--- src/rtl/lookahead_point_finder_top_assert.svh ---
// ----------------------------------------------------------------------------
// Look-ahead point finder: assertion macros
// Concurrent checks on i_clk, compiled out for synthesis.
// ----------------------------------------------------------------------------
`ifndef LOOKAHEAD_POINT_FINDER_TOP_ASSERT_SVH
`define LOOKAHEAD_POINT_FINDER_TOP_ASSERT_SVH

`ifndef SYNTHESIS
`define LAPF_ASSERT(lbl, prop) \
    lbl: assert property (@(posedge i_clk) disable iff (!i_rst_n) prop) \
        else $error("lapf check failed");
`define LAPF_ASSERT_ALWAYS(lbl, prop) \
    lbl: assert property (@(posedge i_clk) prop) else $error("lapf check failed");
`else
`define LAPF_ASSERT(lbl, prop)
`define LAPF_ASSERT_ALWAYS(lbl, prop)
`endif

`endif

--- src/rtl/lapf_pkg.sv ---
// ----------------------------------------------------------------------------
// Look-ahead point finder package
// Widths, codes and controller/datapath interface types.
// ----------------------------------------------------------------------------
`timescale 1ns / 1ps

package lapf_pkg;

    localparam int MAX_POINTS  = 256;
    localparam int IDX_W       = $clog2(MAX_POINTS);
    localparam int CNT_W       = $clog2(MAX_POINTS + 1);
    localparam int COORD_W     = 21;
    localparam int DIFF_W      = 22;
    localparam int SQ_W        = 44;
    localparam int HEAD_W      = 16;
    localparam int LEN_W       = 20;
    localparam int DIST_W      = 22;
    localparam int NUM_W       = 42;
    localparam int TIDX_W      = 8;
    localparam int STEP_W      = 6;
    localparam int SQRT_STEPS  = 22;
    localparam int SNAP_FINAL  = 655;
    localparam int SNAP_NEAR   = 328;
    localparam int LEN_RESET   = 65536;
    localparam int COORD_MAX   = 1048575;
    localparam int COORD_MIN   = -1048576;

    typedef enum logic {
        OP_LOAD  = 1'b0,
        OP_QUERY = 1'b1
    } t_op;

    typedef enum logic [1:0] {
        KIND_EMPTY,
        KIND_GOAL,
        KIND_SNAP
    } t_kind;

    typedef struct packed {
        logic signed [COORD_W-1:0] x;
        logic signed [COORD_W-1:0] y;
        logic        [HEAD_W-1:0]  h;
    } t_point;

    typedef struct packed {
        logic              wr;
        logic              new_path;
        logic              latch_pose;
        logic              calc_const;
        logic              rd;
        logic [IDX_W-1:0]  rd_addr;
        logic              diff;
        logic              sel_goal;
        logic              square;
        logic              sum;
        logic              latch_tgt;
        logic              sq_init;
        logic              sq_step;
        logic [STEP_W-1:0] step;
        logic              goal_tgt;
        logic              div_mul;
        logic              div_add;
        logic              div_step;
        logic              axis_y;
        logic              axis_wr;
        logic              out_load;
        t_kind             out_kind;
        logic [IDX_W-1:0]  out_idx;
    } t_dp_cmd;

    typedef struct packed {
        logic [CNT_W-1:0] count;
        logic             le_ll;
        logic             lt_snapf;
        logic             lt_snapn;
        logic             d_zero;
        logic             out_free;
    } t_dp_sts;

endpackage

--- src/rtl/lapf_ctrl.sv ---
// ----------------------------------------------------------------------------
// Look-ahead point finder controller
// Sequences load, backward scan, square root, division and snap checks.
// ----------------------------------------------------------------------------
`timescale 1ns / 1ps

module lapf_ctrl (
    input  logic              i_clk,
    input  logic              i_rst_n,
    input  logic              i_s_tvalid,
    input  logic              i_op,
    input  logic              i_new_path,
    output logic              o_s_tready,
    input  lapf_pkg::t_dp_sts i_sts,
    output lapf_pkg::t_dp_cmd o_cmd
);

    typedef enum logic [4:0] {
        S_IDLE, S_CONST,
        S_SCAN_RD, S_SCAN_DF, S_SCAN_SQ, S_SCAN_SM, S_SCAN_CMP,
        S_TGT_RD, S_TGT_DF, S_TGT_SQ, S_TGT_SM,
        S_SQ_INIT, S_SQRT, S_CHK_D,
        S_DIV_MUL, S_DIV_ADD, S_DIV, S_AXIS,
        S_FIN_RD, S_FIN_DF1, S_FIN_SQ1, S_FIN_SM1, S_FIN_CHK1,
        S_FIN_DF2, S_FIN_SQ2, S_FIN_SM2, S_FIN_CHK2,
        S_DONE
    } t_state;

    t_state                       r_state;
    logic [lapf_pkg::IDX_W-1:0]   r_idx;
    logic [lapf_pkg::IDX_W-1:0]   r_last;
    logic [lapf_pkg::IDX_W-1:0]   r_tgt;
    logic [lapf_pkg::STEP_W-1:0]  r_step;
    logic                         r_axis;
    lapf_pkg::t_kind              r_kind;

    logic accept;
    assign o_s_tready = (r_state == S_IDLE);
    assign accept     = o_s_tready && i_s_tvalid;

    always_ff @(posedge i_clk) begin
        if (!i_rst_n) begin
            r_state <= S_IDLE;
            r_idx   <= '0;
            r_last  <= '0;
            r_tgt   <= '0;
            r_step  <= '0;
            r_axis  <= 1'b0;
            r_kind  <= lapf_pkg::KIND_EMPTY;
        end else begin
            case (r_state)
                S_IDLE: begin
                    if (accept && (i_op == lapf_pkg::OP_QUERY)) begin
                        if (i_sts.count == '0) begin
                            r_kind  <= lapf_pkg::KIND_EMPTY;
                            r_state <= S_DONE;
                        end else begin
                            r_last  <= lapf_pkg::IDX_W'(i_sts.count - lapf_pkg::CNT_W'(1));
                            r_idx   <= lapf_pkg::IDX_W'(i_sts.count - lapf_pkg::CNT_W'(1));
                            r_state <= S_CONST;
                        end
                    end
                end
                S_CONST:    r_state <= S_SCAN_RD;
                S_SCAN_RD:  r_state <= S_SCAN_DF;
                S_SCAN_DF:  r_state <= S_SCAN_SQ;
                S_SCAN_SQ:  r_state <= S_SCAN_SM;
                S_SCAN_SM:  r_state <= S_SCAN_CMP;
                S_SCAN_CMP: begin
                    // hit at 0 or no hit both go to the last point
                    if (i_sts.le_ll) begin
                        if (r_idx == '0 || r_idx == r_last) begin
                            r_tgt <= r_last;
                        end else begin
                            r_tgt <= r_idx + 1'b1;
                        end
                        r_state <= S_TGT_RD;
                    end else if (r_idx == '0) begin
                        r_tgt   <= r_last;
                        r_state <= S_TGT_RD;
                    end else begin
                        r_idx   <= r_idx - 1'b1;
                        r_state <= S_SCAN_RD;
                    end
                end
                S_TGT_RD:  r_state <= S_TGT_DF;
                S_TGT_DF:  r_state <= S_TGT_SQ;
                S_TGT_SQ:  r_state <= S_TGT_SM;
                S_TGT_SM:  r_state <= S_SQ_INIT;
                S_SQ_INIT: begin
                    r_step  <= lapf_pkg::STEP_W'(lapf_pkg::SQRT_STEPS - 1);
                    r_state <= S_SQRT;
                end
                S_SQRT: begin
                    if (r_step == '0) begin
                        r_state <= S_CHK_D;
                    end else begin
                        r_step <= r_step - 1'b1;
                    end
                end
                S_CHK_D: begin
                    r_axis <= 1'b0;
                    if (i_sts.d_zero) begin
                        r_state <= S_FIN_RD;
                    end else begin
                        r_state <= S_DIV_MUL;
                    end
                end
                S_DIV_MUL: r_state <= S_DIV_ADD;
                S_DIV_ADD: begin
                    r_step  <= lapf_pkg::STEP_W'(lapf_pkg::NUM_W - 1);
                    r_state <= S_DIV;
                end
                S_DIV: begin
                    if (r_step == '0) begin
                        r_state <= S_AXIS;
                    end else begin
                        r_step <= r_step - 1'b1;
                    end
                end
                S_AXIS: begin
                    if (!r_axis) begin
                        r_axis  <= 1'b1;
                        r_state <= S_DIV_MUL;
                    end else begin
                        r_state <= S_FIN_RD;
                    end
                end
                S_FIN_RD:  r_state <= S_FIN_DF1;
                S_FIN_DF1: r_state <= S_FIN_SQ1;
                S_FIN_SQ1: r_state <= S_FIN_SM1;
                S_FIN_SM1: r_state <= S_FIN_CHK1;
                S_FIN_CHK1: begin
                    if (i_sts.lt_snapf) begin
                        r_kind  <= lapf_pkg::KIND_SNAP;
                        r_state <= S_DONE;
                    end else begin
                        r_state <= S_FIN_DF2;
                    end
                end
                S_FIN_DF2: r_state <= S_FIN_SQ2;
                S_FIN_SQ2: r_state <= S_FIN_SM2;
                S_FIN_SM2: r_state <= S_FIN_CHK2;
                S_FIN_CHK2: begin
                    r_kind  <= i_sts.lt_snapn ? lapf_pkg::KIND_SNAP : lapf_pkg::KIND_GOAL;
                    r_state <= S_DONE;
                end
                S_DONE: begin
                    if (i_sts.out_free) begin
                        r_state <= S_IDLE;
                    end
                end
                default: r_state <= S_IDLE;
            endcase
        end
    end

    always_comb begin
        o_cmd            = '0;
        o_cmd.wr         = accept && (i_op == lapf_pkg::OP_LOAD);
        o_cmd.new_path   = i_new_path;
        o_cmd.latch_pose = accept && (i_op == lapf_pkg::OP_QUERY);
        o_cmd.calc_const = (r_state == S_CONST);
        o_cmd.rd         = (r_state == S_SCAN_RD) || (r_state == S_TGT_RD)
                           || (r_state == S_FIN_RD);
        o_cmd.rd_addr    = (r_state == S_SCAN_RD) ? r_idx
                           : (r_state == S_TGT_RD) ? r_tgt : r_last;
        o_cmd.diff       = (r_state == S_SCAN_DF) || (r_state == S_TGT_DF)
                           || (r_state == S_FIN_DF1) || (r_state == S_FIN_DF2);
        o_cmd.sel_goal   = (r_state == S_FIN_DF2);
        o_cmd.square     = (r_state == S_SCAN_SQ) || (r_state == S_TGT_SQ)
                           || (r_state == S_FIN_SQ1) || (r_state == S_FIN_SQ2);
        o_cmd.sum        = (r_state == S_SCAN_SM) || (r_state == S_TGT_SM)
                           || (r_state == S_FIN_SM1) || (r_state == S_FIN_SM2);
        o_cmd.latch_tgt  = (r_state == S_TGT_DF);
        o_cmd.sq_init    = (r_state == S_SQ_INIT);
        o_cmd.sq_step    = (r_state == S_SQRT);
        o_cmd.step       = r_step;
        o_cmd.goal_tgt   = (r_state == S_CHK_D) && i_sts.d_zero;
        o_cmd.div_mul    = (r_state == S_DIV_MUL);
        o_cmd.div_add    = (r_state == S_DIV_ADD);
        o_cmd.div_step   = (r_state == S_DIV);
        o_cmd.axis_y     = r_axis;
        o_cmd.axis_wr    = (r_state == S_AXIS);
        o_cmd.out_load   = (r_state == S_DONE) && i_sts.out_free;
        o_cmd.out_kind   = r_kind;
        o_cmd.out_idx    = (r_kind == lapf_pkg::KIND_SNAP) ? r_last
                           : (r_kind == lapf_pkg::KIND_GOAL) ? r_tgt : '0;
    end

endmodule

--- config.mk ---
export PLATFORM = sky130hd
export DESIGN_NAME = lapf_ctrl
export DESIGN_NICKNAME = d
export VERILOG_FILES = /design/src/rtl/lookahead_point_finder_top_assert.svh /design/src/rtl/lapf_pkg.sv /design/src/rtl/lapf_ctrl.sv
export SDC_FILE = /design/constraint.sdc
export NUM_CORES = 1
export LEC_CHECK = 0
export BUFFER_PORTS_ARGS = -buffer_cell sky130_fd_sc_hd__buf_2
export CORE_MARGIN = 2
export CORE_UTILIZATION = 50
export DETAILED_ROUTE_END_ITERATION = 7
export PLACE_DENSITY = 0.83
export SETUP_SLACK_MARGIN = 0.05
export SLEW_MARGIN = 10
export SYNTH_ARGS = -nofsm -noshare
export SYNTH_HDL_FRONTEND = slang
export SYNTH_SLANG_ARGS = --single-unit
export TNS_END_PERCENT = 50
--- constraint.sdc ---
create_clock -name i_clk -period 2.7 [get_ports i_clk]
set_input_delay 0.675 -clock i_clk [delete_from_list [all_inputs] [get_ports i_clk]]
set_output_delay 0.675 -clock i_clk [all_outputs]
set_load 0.005 [all_outputs]
=== After elaboration in Yosys (flattened, before gate mapping) ===
Index checks and enable logic that the tools add are counted.

* Add/sub/neg operators: 4
* Equality and inequality tests: 40
* Mux-type cells: 31
* Bitwise gates (word level): 2
* Reduce and logical (&&, ||, !) cells: 33

{| class="wikitable"
|+ Operators by type and width
! cell !! number
|-
| $pmux 5 s28 || 1
|-
| $mux 8 || 11
|-
| $eq 5x5->1 const B || 12
|-
| $eq 5x4->1 const B || 8
|-
| $mux 5 || 7
|-
| $eq 5x3->1 const B || 4
|-
| $pmux 6 s3 || 1
|-
| $pmux 8 s2 || 1
|-
| $sub 8x1->8 const B || 2
|-
| $logic_or 1x1->1 || 12
|-
| $ne 2x2->1 const B || 6
|-
| $eq 5x2->1 const B || 2
|-
| $logic_not 9->1 || 1
|-
| $add 8x1->8 const B || 1
|-
| $eq 8x8->1 || 1
|-
| $logic_not 8->1 || 1
|-
| $mux 2 || 4
|-
| $ne 2x1->1 const B || 4
|-
| $reduce_and 4->1 || 2
|-
| $logic_not 6->1 || 1
|-
| $mux 3 || 2
|-
| $mux 6 || 1
|-
| $pmux 2 s3 || 1
|-
| $reduce_bool 2->1 || 3
|-
| 14 further kinds || 21
|}

* Bits in registers: 38
* Bits of input ports: 19
* Output and inout port bits: 44
* Word-level logic and storage cells: 117

=== Longest topological paths before layout ===
Gate-level depths: netlist of the first run.

* Depth in word-level cells: 5
* Mapped depth: 9
* Depth with buffers taken out: 7

=== Worst setup path after synthesis of the first run ===
OpenSTA, ideal clock, no wires.

* Path type: register to output
* From: register r_state[4]
* To: output o_cmd[30] in the netlist's numbering
* Arrival: 1539 ps
* Required time: 2025 ps
* Setup slack: 486 ps
* Stages on the path, launching flop included: 6
* Path buffers: 2
* Cells stage by stage: dfxtp_1 > buf_2 > clkbuf_1 > nor3_2 > mux2i_1 > o21ai_0

{| class="wikitable"
|+ RTL lines
! what !! line !! text
|-
| from (decl) || lapf_ctrl.sv:29 || <nowiki>t_state r_state;</nowiki>
|-
| from (signal assigned) || lapf_ctrl.sv:43 || <nowiki>r_state <= S_IDLE;</nowiki>
|-
| from (signal assigned) || lapf_ctrl.sv:56 || <nowiki>r_state <= S_DONE;</nowiki>
|-
| from (signal assigned) || lapf_ctrl.sv:60 || <nowiki>r_state <= S_CONST;</nowiki>
|-
| to (decl) || lapf_ctrl.sv:15 || <nowiki>output lapf_pkg::t_dp_cmd o_cmd</nowiki>
|}

==> flow_metrics.env, run 1 <==
export IMPL_status="finished clean"
export IMPL_design_core_area_sq_um=5820
export IMPL_path_cells="or3_1, nor2_1, buf_4, nand2_1, o21ai_0, buf_2"
export IMPL_grt_antenna_before_repair=0
export IMPL_final_setup_viol_count=0
export IMPL_setup_slack_ns=0.154
export IMPL_cts_max_level=2
export IMPL_totalPowerFinal_uw=1680
export IMPL_ir_drop_v=0.000327
export IMPL_type_of_the_tightest_min_delay_check="flip-flop to flip-flop"
export IMPL_drt_drc_violations_left=0
export IMPL_power_density_nw_per_um2=489
export IMPL_chipWidth_um=81.1
export IMPL_synth_enable_flop_cells=0
export IMPL_setup_tns_ns=0
export IMPL_insertedDiodeCount=0
export IMPL_cp_buffers_inverters=2
export IMPL_detail_route_wirelength_mm=8.33
export IMPL_regToRegStartpoint="r_idx[0]$_SDFFE_PN0P_"
export IMPL_grt_pass1_vias=2788
export IMPL_sw_frac_of_total=0.343
export IMPL_final_report_hold_violation_count=0
export IMPL_worstSetupStartpoint="r_state[4]$_SDFFE_PN0P_"
export IMPL_post_cts_buffers=0
export IMPL_power_sequential_fraction=0.396
export IMPL_timing_critical_path_from_type="flip-flop"
export IMPL_maxSlewHeadroom=0.551
export IMPL_io_pins=63
export IMPL_fill_cells=551
export IMPL_power_net_switching_uw=574
export IMPL_period_minus_slack_ns=2.55
export IMPL_synth_cell_area_sq_um=2970
export IMPL_p_leak_uw=0.00139
export IMPL_synth_seq_cells=38
export IMPL_synth_async_reset_ratio=0
export IMPL_cts_tree="yes"
export IMPL_worst_endpoint_required_ns=2.03
export IMPL_synth_top_cells_by_area="sky130_fd_sc_hd__dfxtp_1 26%, sky130_fd_sc_hd__mux2i_1 7.8%, sky130_fd_sc_hd__nor2_1 5.4%"
export IMPL_worst_pin_slew_ns=0.673
export IMPL_dominantRegCellSynth="sky130_fd_sc_hd__dfxtp_1"
export IMPL_synth_top_area_frac=0.256
export IMPL_clock_power_share=0.303
export IMPL_hpwlAfterDp_mm=6.19
export IMPL_leading_cell_type_by_number_of_instances_after_synthesis="sky130_fd_sc_hd__nor2_1"
export IMPL_critical_path_arrival_ns=1.87
export IMPL_first_iter_violations=267
export IMPL_clk_transition_reported_paths_ns=0.08
export IMPL_setup_worst_path_end_class="primary output"
export IMPL_dr_pass1_iters=5
export IMPL_crit_family="simple AND/OR/NAND/NOR gates"
export IMPL_drv_max_cap_violation_count=0
export IMPL_slowest_library_cell_on_the_worst_path="sky130_fd_sc_hd__or3_1"
export IMPL_gr_total_overflow=0
export IMPL_die_outline_area_sq_um=6570
export IMPL_cts_buffers_inserted=5
export IMPL_synth_area_leader_cell="sky130_fd_sc_hd__dfxtp_1"
export IMPL_vias=3096
export IMPL_critical_path_max_stage_delay_ns=0.47
export IMPL_max_freq_ghz=0.393
export IMPL_syn_to_final_growth_pct=15.4
export IMPL_port_buffers=60
export IMPL_num_rows=28
export IMPL_cts_num_sinks=38
export IMPL_post_route_period_util=0.943
export IMPL_initial_utilization=0.511
export IMPL_avgRoutedWirePerCell_um=16.4
export IMPL_final_core_util=0.589
export IMPL_final_net_count=457
export IMPL_combPwrFrac=0.302
export IMPL_intPower_uw=1100
export IMPL_post_synth_cell_area_avg_sq_um=7.76
export IMPL_hold_path_depth=1
export IMPL_synth_common_cells="43 x sky130_fd_sc_hd__nor2_1, 38 x sky130_fd_sc_hd__dfxtp_1, 28 x sky130_fd_sc_hd__a21oi_1, 26 x sky130_fd_sc_hd__nand2_1, 23 x sky130_fd_sc_hd__mux2i_1"
export IMPL_cts_root_buf="sky130_fd_sc_hd__clkbuf_8"
export IMPL_worst_path_max_fanout=16
export IMPL_die_h_um=81.1
export IMPL_synth_fp_nets=408
export IMPL_finClkSkew_ns=0.00545
export IMPL_clock_tree_buffer_depth=2
export IMPL_grt_start_max_net_pins=26
export IMPL_post_synth_inst_count=383
export IMPL_min_from="r_tgt[6]$_SDFFE_PN0P_"
export IMPL_hold_ws_ns=0.494
export IMPL_synth_seq_area_share=0.256
export IMPL_rsz0062_at_grt="true"
export IMPL_post_synthesis_cell_type_count=68
export IMPL_crit_type="flip-flop to primary output"
export IMPL_ys_warnings_count=0
export IMPL_gp_routability_congestion=0.947
export IMPL_worst_path_stages=6
export IMPL_worst_r2r_path_depth=7
export IMPL_antenna_violating_nets_post_route=0
export IMPL_fraction_of_layout_instances_using_a_drive_strength_above_1=0.225
export IMPL_clkLatencyLatePin_ns=0.30
export IMPL_grt_util_all_layers=0.253
export IMPL_avgViaCountPerCell=6.11
export IMPL_preCtsSetupSlack_ns=0.319
export IMPL_final_max_slew_viol_count=0
export IMPL_grt_first_pass_wirelength_mm=13.2
==> repair_timing <==
action	CTS	global route
endpoints found under the hold margin	0	0
gates resized for setup	0	1
endpoints found under the setup margin	0	5
hold buffers	0	0
==> power by group through the flow <==
stage,Sequential [uW],Combinational (uW),Clock [uW]
finish,663,506,507
global route,669,555,540
CTS,660,499,513
detailed placement,673,493,0
global placement,671,480,0
floorplan,632,393,0
==> state kept, by name, indices dropped and copies added (netlist names) <==
register  cells
r_axis        1
r_idx         8
r_kind        2
r_last        8
r_state       5
r_step        6
r_tgt         8
==> cells in the final DEF, fill, tap and decap left out, drive strengths merged, types with 5 or more instances in the layout <==
cell     synthesis  routed
a211oi           9       9
and3             5       5
a22o             8       8
mux2i           23      23
nor2            44      44
nor2b            8       8
buf             11      72
clkbuf          19       6
a21oi           29      29
o2bb2ai          8       8
inv             11      11
nand2b           7       7
dfxtp           38      38
a22oi            5       5
xnor2           17      17
nand3            7       7
nand2           26      26
ha               6       6
nor3            12      12
o21ai           29      29
==> metrics by stage <==
| step | instances | instance area (sq um) |
|---|---|---|
| final | 507 | 3430 |
| after global routing | 507 | 3430 |
| after CTS | 507 | 3430 |
| after detailed placement | 500 | 3310 |
| after global placement | 500 | 3310 |
| after floorplan | 383 | 2970 |
==> kinds of logic (layout without fill, tap and decap cells) <==
group / after synthesis / count (layout) / synth area share
AND/OR/NAND/NOR: 136 / 136 / 0.241
AO/OA/AOI/OAI: 116 / 116 / 0.273
buffers and inverters: 43 / 92 / 0.0644
flip-flops: 38 / 38 / 0.256
multiplexers: 23 / 23 / 0.0775
XOR/XNOR: 21 / 21 / 0.0619
adder cells (fa/ha/maj): 6 / 6 / 0.0253
==> cell type report <==
class	instances	area [sq um]	share of cell area
Multi-Input combinational cell	302	2020	0.589
Clock inverter	1	30.0	0.00876
Timing Repair Buffer	72	390	0.114
Tap cell	75	93.8	0.0274
Sequential cell	38	762	0.222
Clock buffer	6	82.6	0.0241
Inverter	13	50.0	0.0146
==> per-layer routing <==
| metal | GRT usage | vias to the layer above | share of wire |
|---|---|---|---|
| li1 | - | 1492 | - |
| met1 | 0.308 | 1438 | 0.41 |
| met2 | 0.443 | 150 | 0.51 |
| met3 | 0.0444 | 16 | 0.059 |
| met4 | 0.0932 | 0 | 0.018 |
| met5 | 0 | - | 0 |
==> worst register-to-register path, cell delays in order, from the launching register on <==
cell	delay [ns]
sky130_fd_sc_hd__dfxtp_1	0.53
sky130_fd_sc_hd__inv_1	0.18
sky130_fd_sc_hd__ha_1	0.23
sky130_fd_sc_hd__nor3b_1	0.15
sky130_fd_sc_hd__a21oi_1	0.25
sky130_fd_sc_hd__nor2_1	0.15
sky130_fd_sc_hd__nor2_1	0.48
sky130_fd_sc_hd__o2bb2ai_1	0.18
==> final timing paths <==
kind,endpoint,slack [ns]
max,o_cmd[31],0.15
min,r_tgt[6]$_SDFFE_PN0P_,0.49
max reg2reg,r_tgt[7]$_SDFFE_PN0P_,0.48
min reg2reg,r_tgt[6]$_SDFFE_PN0P_,0.49
(Power assumes the default switching activity.)
==> inputs of run 2 (changes only) <==
Settings changed: CORE_UTILIZATION 50 to 40, PLACE_DENSITY 0.83 to 0.71.
==> run 2 against run 1 <==
Via count shrank 0.26%. Final cell count rose by 5.1%. Final area up 0.55%. Sequential share of layout area is 0.16 points lower. Clock skew is 0.0028 ns higher. Combinational power grew 1%. First-iteration DRC count decreased by 18%. Register-to-register slack about the same. Largest cell class unchanged.
==> flow_metrics.env, run 2 (synthesized netlist as in run 1, its figures left out) <==
export IMPL_drt_drc_violations_left=0
export IMPL_clock_power_share=0.266
export IMPL_port_buffers=60
export IMPL_power_sequential_fraction=0.414
export IMPL_power_density_nw_per_um2=464
export IMPL_post_cts_buffers=0
export IMPL_seqCellArea_sq_um=761
export IMPL_mostFrequentLayoutCells="60 x sky130_fd_sc_hd__buf_2, 43 x sky130_fd_sc_hd__nor2_1, 38 x sky130_fd_sc_hd__dfxtp_1, 28 x sky130_fd_sc_hd__a21oi_1, 26 x sky130_fd_sc_hd__nand2_1"
export IMPL_num_rows=31
export IMPL_drv_max_cap_violation_count=0
export IMPL_die_h_um=90.2
export IMPL_cts_max_level=2
export IMPL_maxSlewHeadroom=0.590
export IMPL_cts_buffers_inserted=5
export IMPL_final_core_util=0.478
export IMPL_crit_type="flip-flop to primary output"
export IMPL_grt_start_max_net_pins=28
export IMPL_fill_cells=759
export IMPL_rsz0062_at_grt="false"
export IMPL_gp_routability_congestion=0.919
export IMPL_final_net_count=458
export IMPL_grt_util_all_layers=0.200
export IMPL_fraction_of_layout_instances_using_a_drive_strength_above_1=0.226
export IMPL_setup_tns_ns=0
export IMPL_design_core_area_sq_um=7210
export IMPL_totalPowerFinal_uw=1600
export IMPL_worst_endpoint_required_ns=2.03
export IMPL_hpwlAfterDp_mm=6.19
export IMPL_biggestRegsByFlops="r_idx: 8 flops, r_last: 8 flops, r_tgt: 8 flops"
export IMPL_avgViaCountPerCell=5.79
export IMPL_syn_to_final_growth_pct=16.0
export IMPL_grt_first_pass_wirelength_mm=13.7
export IMPL_type_of_the_tightest_min_delay_check="flip-flop to flip-flop"
export IMPL_chipWidth_um=90.2
export IMPL_worst_pin_slew_ns=0.609
export IMPL_cts_num_sinks=38
export IMPL_period_minus_slack_ns=2.52
export IMPL_clk_transition_reported_paths_ns=0.08
export IMPL_dr_pass1_iters=5
export IMPL_die_outline_area_sq_um=8130
export IMPL_cp_buffers_inverters=2
export IMPL_slowest_library_cell_on_the_worst_path="sky130_fd_sc_hd__dfxtp_1"
export IMPL_cts_hold_bufs=0
export IMPL_antenna_violating_nets_post_route=0
export IMPL_path_cells="nand3_1, nor3_2, buf_4, mux2i_1, o21ai_0, buf_2"
export IMPL_grt_antenna_before_repair=0
export IMPL_final_report_hold_violation_count=0
export IMPL_clkLatencyLatePin_ns=0.30
export IMPL_power_net_switching_uw=581
export IMPL_critical_path_arrival_ns=1.85
export IMPL_initial_utilization=0.412
export IMPL_timing_critical_path_from_type="flip-flop"
export IMPL_cts_tree="yes"
export IMPL_final_max_slew_viol_count=0
export IMPL_max_freq_ghz=0.396
export IMPL_final_setup_viol_count=0
export IMPL_ir_drop_v=0.000263
export IMPL_first_iter_violations=219
export IMPL_critical_path_max_stage_delay_ns=0.52
export IMPL_vias=3088
export IMPL_detail_route_wirelength_mm=8.39
export IMPL_final_common_cell="sky130_fd_sc_hd__buf_2"
export IMPL_post_cts_resize_count=0
export IMPL_status="finished clean"
export IMPL_sw_frac_of_total=0.363
export IMPL_multiInputGateArea_sq_um=2020
export IMPL_cts_root_buf="sky130_fd_sc_hd__clkbuf_8"
export IMPL_combPwrFrac=0.320
export IMPL_setup_worst_path_end_class="primary output"
export IMPL_intPower_uw=1020
export IMPL_clock_tree_buffer_depth=2
export IMPL_gr_total_overflow=0
export IMPL_p_leak_uw=0.00138
export IMPL_insertedDiodeCount=0
export IMPL_worst_path_max_fanout=9
export IMPL_io_pins=63
export IMPL_post_route_period_util=0.934
export IMPL_crit_family="flip-flops"
export IMPL_finClkSkew_ns=0.00826
export IMPL_grt_pass1_vias=2837
export IMPL_avgRoutedWirePerCell_um=15.7
==> run 2: changes by cell type in the layout (fill, tap and decap cells not counted), sizes merged <==
cell,change
buf,+1
bufinv,-1
clkinv,+1
clkinvlp,+1
==> run 2: worst paths after layout <==
kind	start	depth (start not counted)	slack, ns	end
worst max-delay path	r_state[1]$_SDFFE_PN0P_	6	0.18	o_cmd[31]
worst min-delay path	r_tgt[5]$_SDFFE_PN0P_	1	0.49	r_tgt[5]$_SDFFE_PN0P_
worst max register to register	r_idx[0]$_SDFFE_PN0P_	7	0.49	r_tgt[3]$_SDFFE_PN0P_
worst min register to register	r_tgt[5]$_SDFFE_PN0P_	1	0.49	r_tgt[5]$_SDFFE_PN0P_
==> run 2: power by group through the flow <==
stage	Clock [uW]	Sequential (uW)	Combinational, uW
floorplan	0	632	393
global placement	0	672	493
detailed placement	0	673	503
CTS	435	660	509
global route	460	668	563
finish	425	661	512
==> run 2: metrics by stage <==
| step | area (sq um) | worst slack, ns | instances | hold WS, ns |
|---|---|---|---|---|
| 2_1_floorplan | 2970 | 0.486 | 383 | 0.454 |
| 3_3_place_gp | 3350 | 0.431 | 525 | 0.471 |
| 3_5_place_dp | 3350 | 0.365 | 525 | 0.474 |
| 4_1_cts | 3450 | 0.205 | 533 | 0.492 |
| 5_1_grt | 3450 | 0.0635 | 533 | 0.499 |
| 6_report | 3450 | 0.178 | 533 | 0.493 |
==> run 2: final cells by class <==
| cell class | count | area share |
|---|---|---|
| Multi-Input combinational cell | 302 | 0.586 |
| Sequential cell | 38 | 0.221 |
| Timing Repair Buffer | 73 | 0.115 |
| Tap cell | 99 | 0.0359 |
| Clock buffer | 6 | 0.0240 |
| Inverter | 13 | 0.0145 |
| Clock inverter | 2 | 0.00363 |
==> run 2: worst reg2reg max path: cells and delay by family, from the launching register on <==
family	cells	cell delay [ns]
AO/OA/AOI/OAI	2	0.46
AND/OR/NAND/NOR	3	0.78
flip-flops	1	0.52
buffers and inverters	1	0.15
adder cells (fa/ha/maj)	1	0.23
==> run 2: layer usage <==
| metal | vias to the layer above | share of wire | wire length [um] | GRT usage |
|---|---|---|---|---|
| met5 | - | 0 | 0 | 0 |
| met4 | 0 | 0.016 | 131 | 0.0615 |
| met3 | 13 | 0.059 | 494 | 0.0319 |
| met2 | 127 | 0.50 | 4180 | 0.349 |
| met1 | 1450 | 0.43 | 3580 | 0.253 |
| li1 | 1498 | - | - | - |
==> inputs of run 3 (changes only) <==
--- a/config.mk
+++ b/config.mk
@@ -6,5 +6,5 @@
 export NUM_CORES = 1
 export LEC_CHECK = 0
-export BUFFER_PORTS_ARGS = -buffer_cell sky130_fd_sc_hd__buf_2
+export BUFFER_PORTS_ARGS = -buffer_cell sky130_fd_sc_hd__buf_4
 export CORE_MARGIN = 2
 export CORE_UTILIZATION = 40
==> constraint.sdc (replaced) <==
create_clock -name i_clk -period 2.7 [get_ports i_clk]
set_input_delay 0.675 -clock i_clk [delete_from_list [all_inputs] [get_ports i_clk]]
set_output_delay 0.675 -clock i_clk [all_outputs]
set_load 0.1 [all_outputs]
==> run 3 against run 2 <==
Final cell count up 0.75%. Combinational power up 78%. Power rose by 22%. First-iteration DRC count shrank 3.2%. Via count shrank 0.87%. Clock skew fell by 0.0026 ns. Critical endpoint is now o_cmd[13].
==> flow_metrics.env, run 3 (synthesized netlist as in run 1, its figures left out) <==
export IMPL_status="finished clean"
export IMPL_detail_route_wirelength_mm=8.71
export IMPL_drt_drc_violations_left=0
export IMPL_gp_routability_congestion=0.866
export IMPL_rsz0062_at_grt="true"
export IMPL_gr_total_overflow=0
export IMPL_design_core_area_sq_um=7210
export IMPL_maxSlewHeadroom=0.588
export IMPL_final_net_count=463
export IMPL_critical_path_arrival_ns=1.91
export IMPL_cp_buffers_inverters=2
export IMPL_chipWidth_um=90.2
export IMPL_biggestRegsByFlops="r_idx: 8 flops, r_last: 8 flops, r_tgt: 8 flops"
export IMPL_final_setup_viol_count=0
export IMPL_clock_tree_buffer_depth=2
export IMPL_finish_cell_count_without_fillers=537
export IMPL_num_rows=31
export IMPL_antenna_violating_nets_post_route=0
export IMPL_design_area_sq_um=3840
export IMPL_syn_to_final_growth_pct=29.3
export IMPL_ir_drop_v=0.000229
export IMPL_cts_num_sinks=38
export IMPL_setup_worst_path_end_class="primary output"
export IMPL_crit_family="simple AND/OR/NAND/NOR gates"
export IMPL_totalPowerFinal_uw=1950
export IMPL_placed_area_sq_um=3680
export IMPL_worst_pin_slew_ns=0.616
export IMPL_worst_endpoint_required_ns=2.03
export IMPL_timing_critical_path_from_type="flip-flop"
export IMPL_grt_met3_usage=0.0310
export IMPL_die_outline_area_sq_um=8130
export IMPL_grt_start_max_net_pins=26
export IMPL_final_common_cell="sky130_fd_sc_hd__buf_4"
export IMPL_vias=3061
export IMPL_power_density_nw_per_um2=507
export IMPL_post_route_period_util=0.956
export IMPL_max_freq_ghz=0.387
export IMPL_slowest_library_cell_on_the_worst_path="sky130_fd_sc_hd__or3b_1"
export IMPL_finClkSkew_ns=0.00562
export IMPL_cts_hold_bufs=0
export IMPL_die_h_um=90.2
export IMPL_cts_max_level=2
export IMPL_critical_path_max_stage_delay_ns=0.42
export IMPL_min_from="r_tgt[5]$_SDFFE_PN0P_"
export IMPL_setup_tns_ns=0
export IMPL_cts_buffers_inserted=5
export IMPL_clk_transition_reported_paths_ns=0.08
export IMPL_type_of_the_tightest_min_delay_check="flip-flop to flip-flop"
export IMPL_avgViaCountPerCell=5.70
export IMPL_dr_pass1_iters=6
export IMPL_p_leak_uw=0.00145
export IMPL_clkLatencyLatePin_ns=0.29
export IMPL_cts_root_buf="sky130_fd_sc_hd__clkbuf_8"
export IMPL_insertedDiodeCount=0
export IMPL_initial_utilization=0.412
export IMPL_avgRoutedWirePerCell_um=16.2
export IMPL_groute_layer_met2_usage=0.362
export IMPL_crit_type="flip-flop to primary output"
export IMPL_worstSetupStartpoint="r_state[2]$_SDFFE_PN0P_"
export IMPL_drv_max_cap_violation_count=0
export IMPL_placed_cells=526
export IMPL_mostFrequentLayoutCells="75 x sky130_fd_sc_hd__buf_4, 41 x sky130_fd_sc_hd__nor2_1, 36 x sky130_fd_sc_hd__dfxtp_1, 28 x sky130_fd_sc_hd__a21oi_1, 26 x sky130_fd_sc_hd__nand2_1"
export IMPL_regToRegStartpoint="r_idx[1]$_SDFFE_PN0P_"
export IMPL_final_report_hold_violation_count=0
export IMPL_worst_path_max_fanout=25
export IMPL_io_pins=63
export IMPL_port_buffers=60
export IMPL_final_max_slew_viol_count=0
export IMPL_grt_util_all_layers=0.206
export IMPL_grt_first_pass_wirelength_mm=13.9
export IMPL_grt_pass1_vias=2871
export IMPL_grt_busiest_layer="met2"
export IMPL_hpwlAfterDp_mm=6.48
export IMPL_met1_usage=0.251
export IMPL_first_iter_violations=212
export IMPL_fraction_of_layout_instances_using_a_drive_strength_above_1=0.290
export IMPL_grt_antenna_before_repair=0
export IMPL_period_minus_slack_ns=2.58
export IMPL_path_common_cell="sky130_fd_sc_hd__buf_4"
export IMPL_cts_tree="yes"
export IMPL_path_cells="buf_4, or3b_1, nor2_2, buf_4"
-- run 3: cell types whose count changed in the layout (fill, tap and decap cells not counted), moves of 2 or more --
cell	previous run	this run
sky130_fd_sc_hd__buf_12	0	2
sky130_fd_sc_hd__buf_2	60	0
sky130_fd_sc_hd__buf_4	13	75
sky130_fd_sc_hd__dfxtp_1	38	36
sky130_fd_sc_hd__dfxtp_2	0	2
sky130_fd_sc_hd__mux2i_1	23	18
sky130_fd_sc_hd__mux2i_2	0	5
sky130_fd_sc_hd__nor2_1	43	41
sky130_fd_sc_hd__nor2_4	0	2
sky130_fd_sc_hd__nor3_1	11	7
sky130_fd_sc_hd__nor3_4	0	3
sky130_fd_sc_hd__o21ai_0	22	13
sky130_fd_sc_hd__o21ai_4	0	8
-- run 3: what timing repair did --
item                                    CTS  global route
endpoints found under the setup margin    9            11
pin swaps                                 2             0
buffers inserted                          4             0
resized for setup                         2             6
-- run 3: cell type report --
class / instances / area [sq um]
sequential: 38 / 763
inverter: 13 / 50.0
tap: 99 / 124
clock buffer: 5 / 68.8
clock inverter: 2 / 10.0
timing repair buffer: 78 / 614
fill: 729 / 3370
multi-input combinational: 302 / 2210
-- run 3: report_power, final --
part	total, uW	internal [uW]	switching (uW)
clock	375	173	202
combinational	912	295	616
sequential	662	594	67.4
total	1950	1060	885
-- run 3: layer usage --
| layer | routed length [um] | share of wire |
|---|---|---|
| met1 | 3680 | 0.42 |
| met2 | 4440 | 0.51 |
| met3 | 397 | 0.046 |
| met4 | 190 | 0.022 |
| met5 | 0 | 0 |
-- run 3: path summary, 6_finish.rpt --
check                           slack, ns                     to  cells past startpoint
worst max-delay path                 0.12              o_cmd[13]                      4
worst min-delay path                 0.50  r_tgt[5]$_SDFFE_PN0P_                      1
worst max register to register       0.56  r_tgt[3]$_SDFFE_PN0P_                      7
worst min register to register       0.50  r_tgt[5]$_SDFFE_PN0P_                      1
-- run 3: per-stage QoR --
step                      setup WS (ns)  utilization  hold WS [ns]
final                             0.118        0.532         0.498
after global routing             0.0202        0.532         0.506
after CTS                        0.0554        0.529         0.492
after detailed placement          0.176        0.510         0.477
after global placement            0.274        0.510         0.475
after floorplan                  -0.196            -         0.454
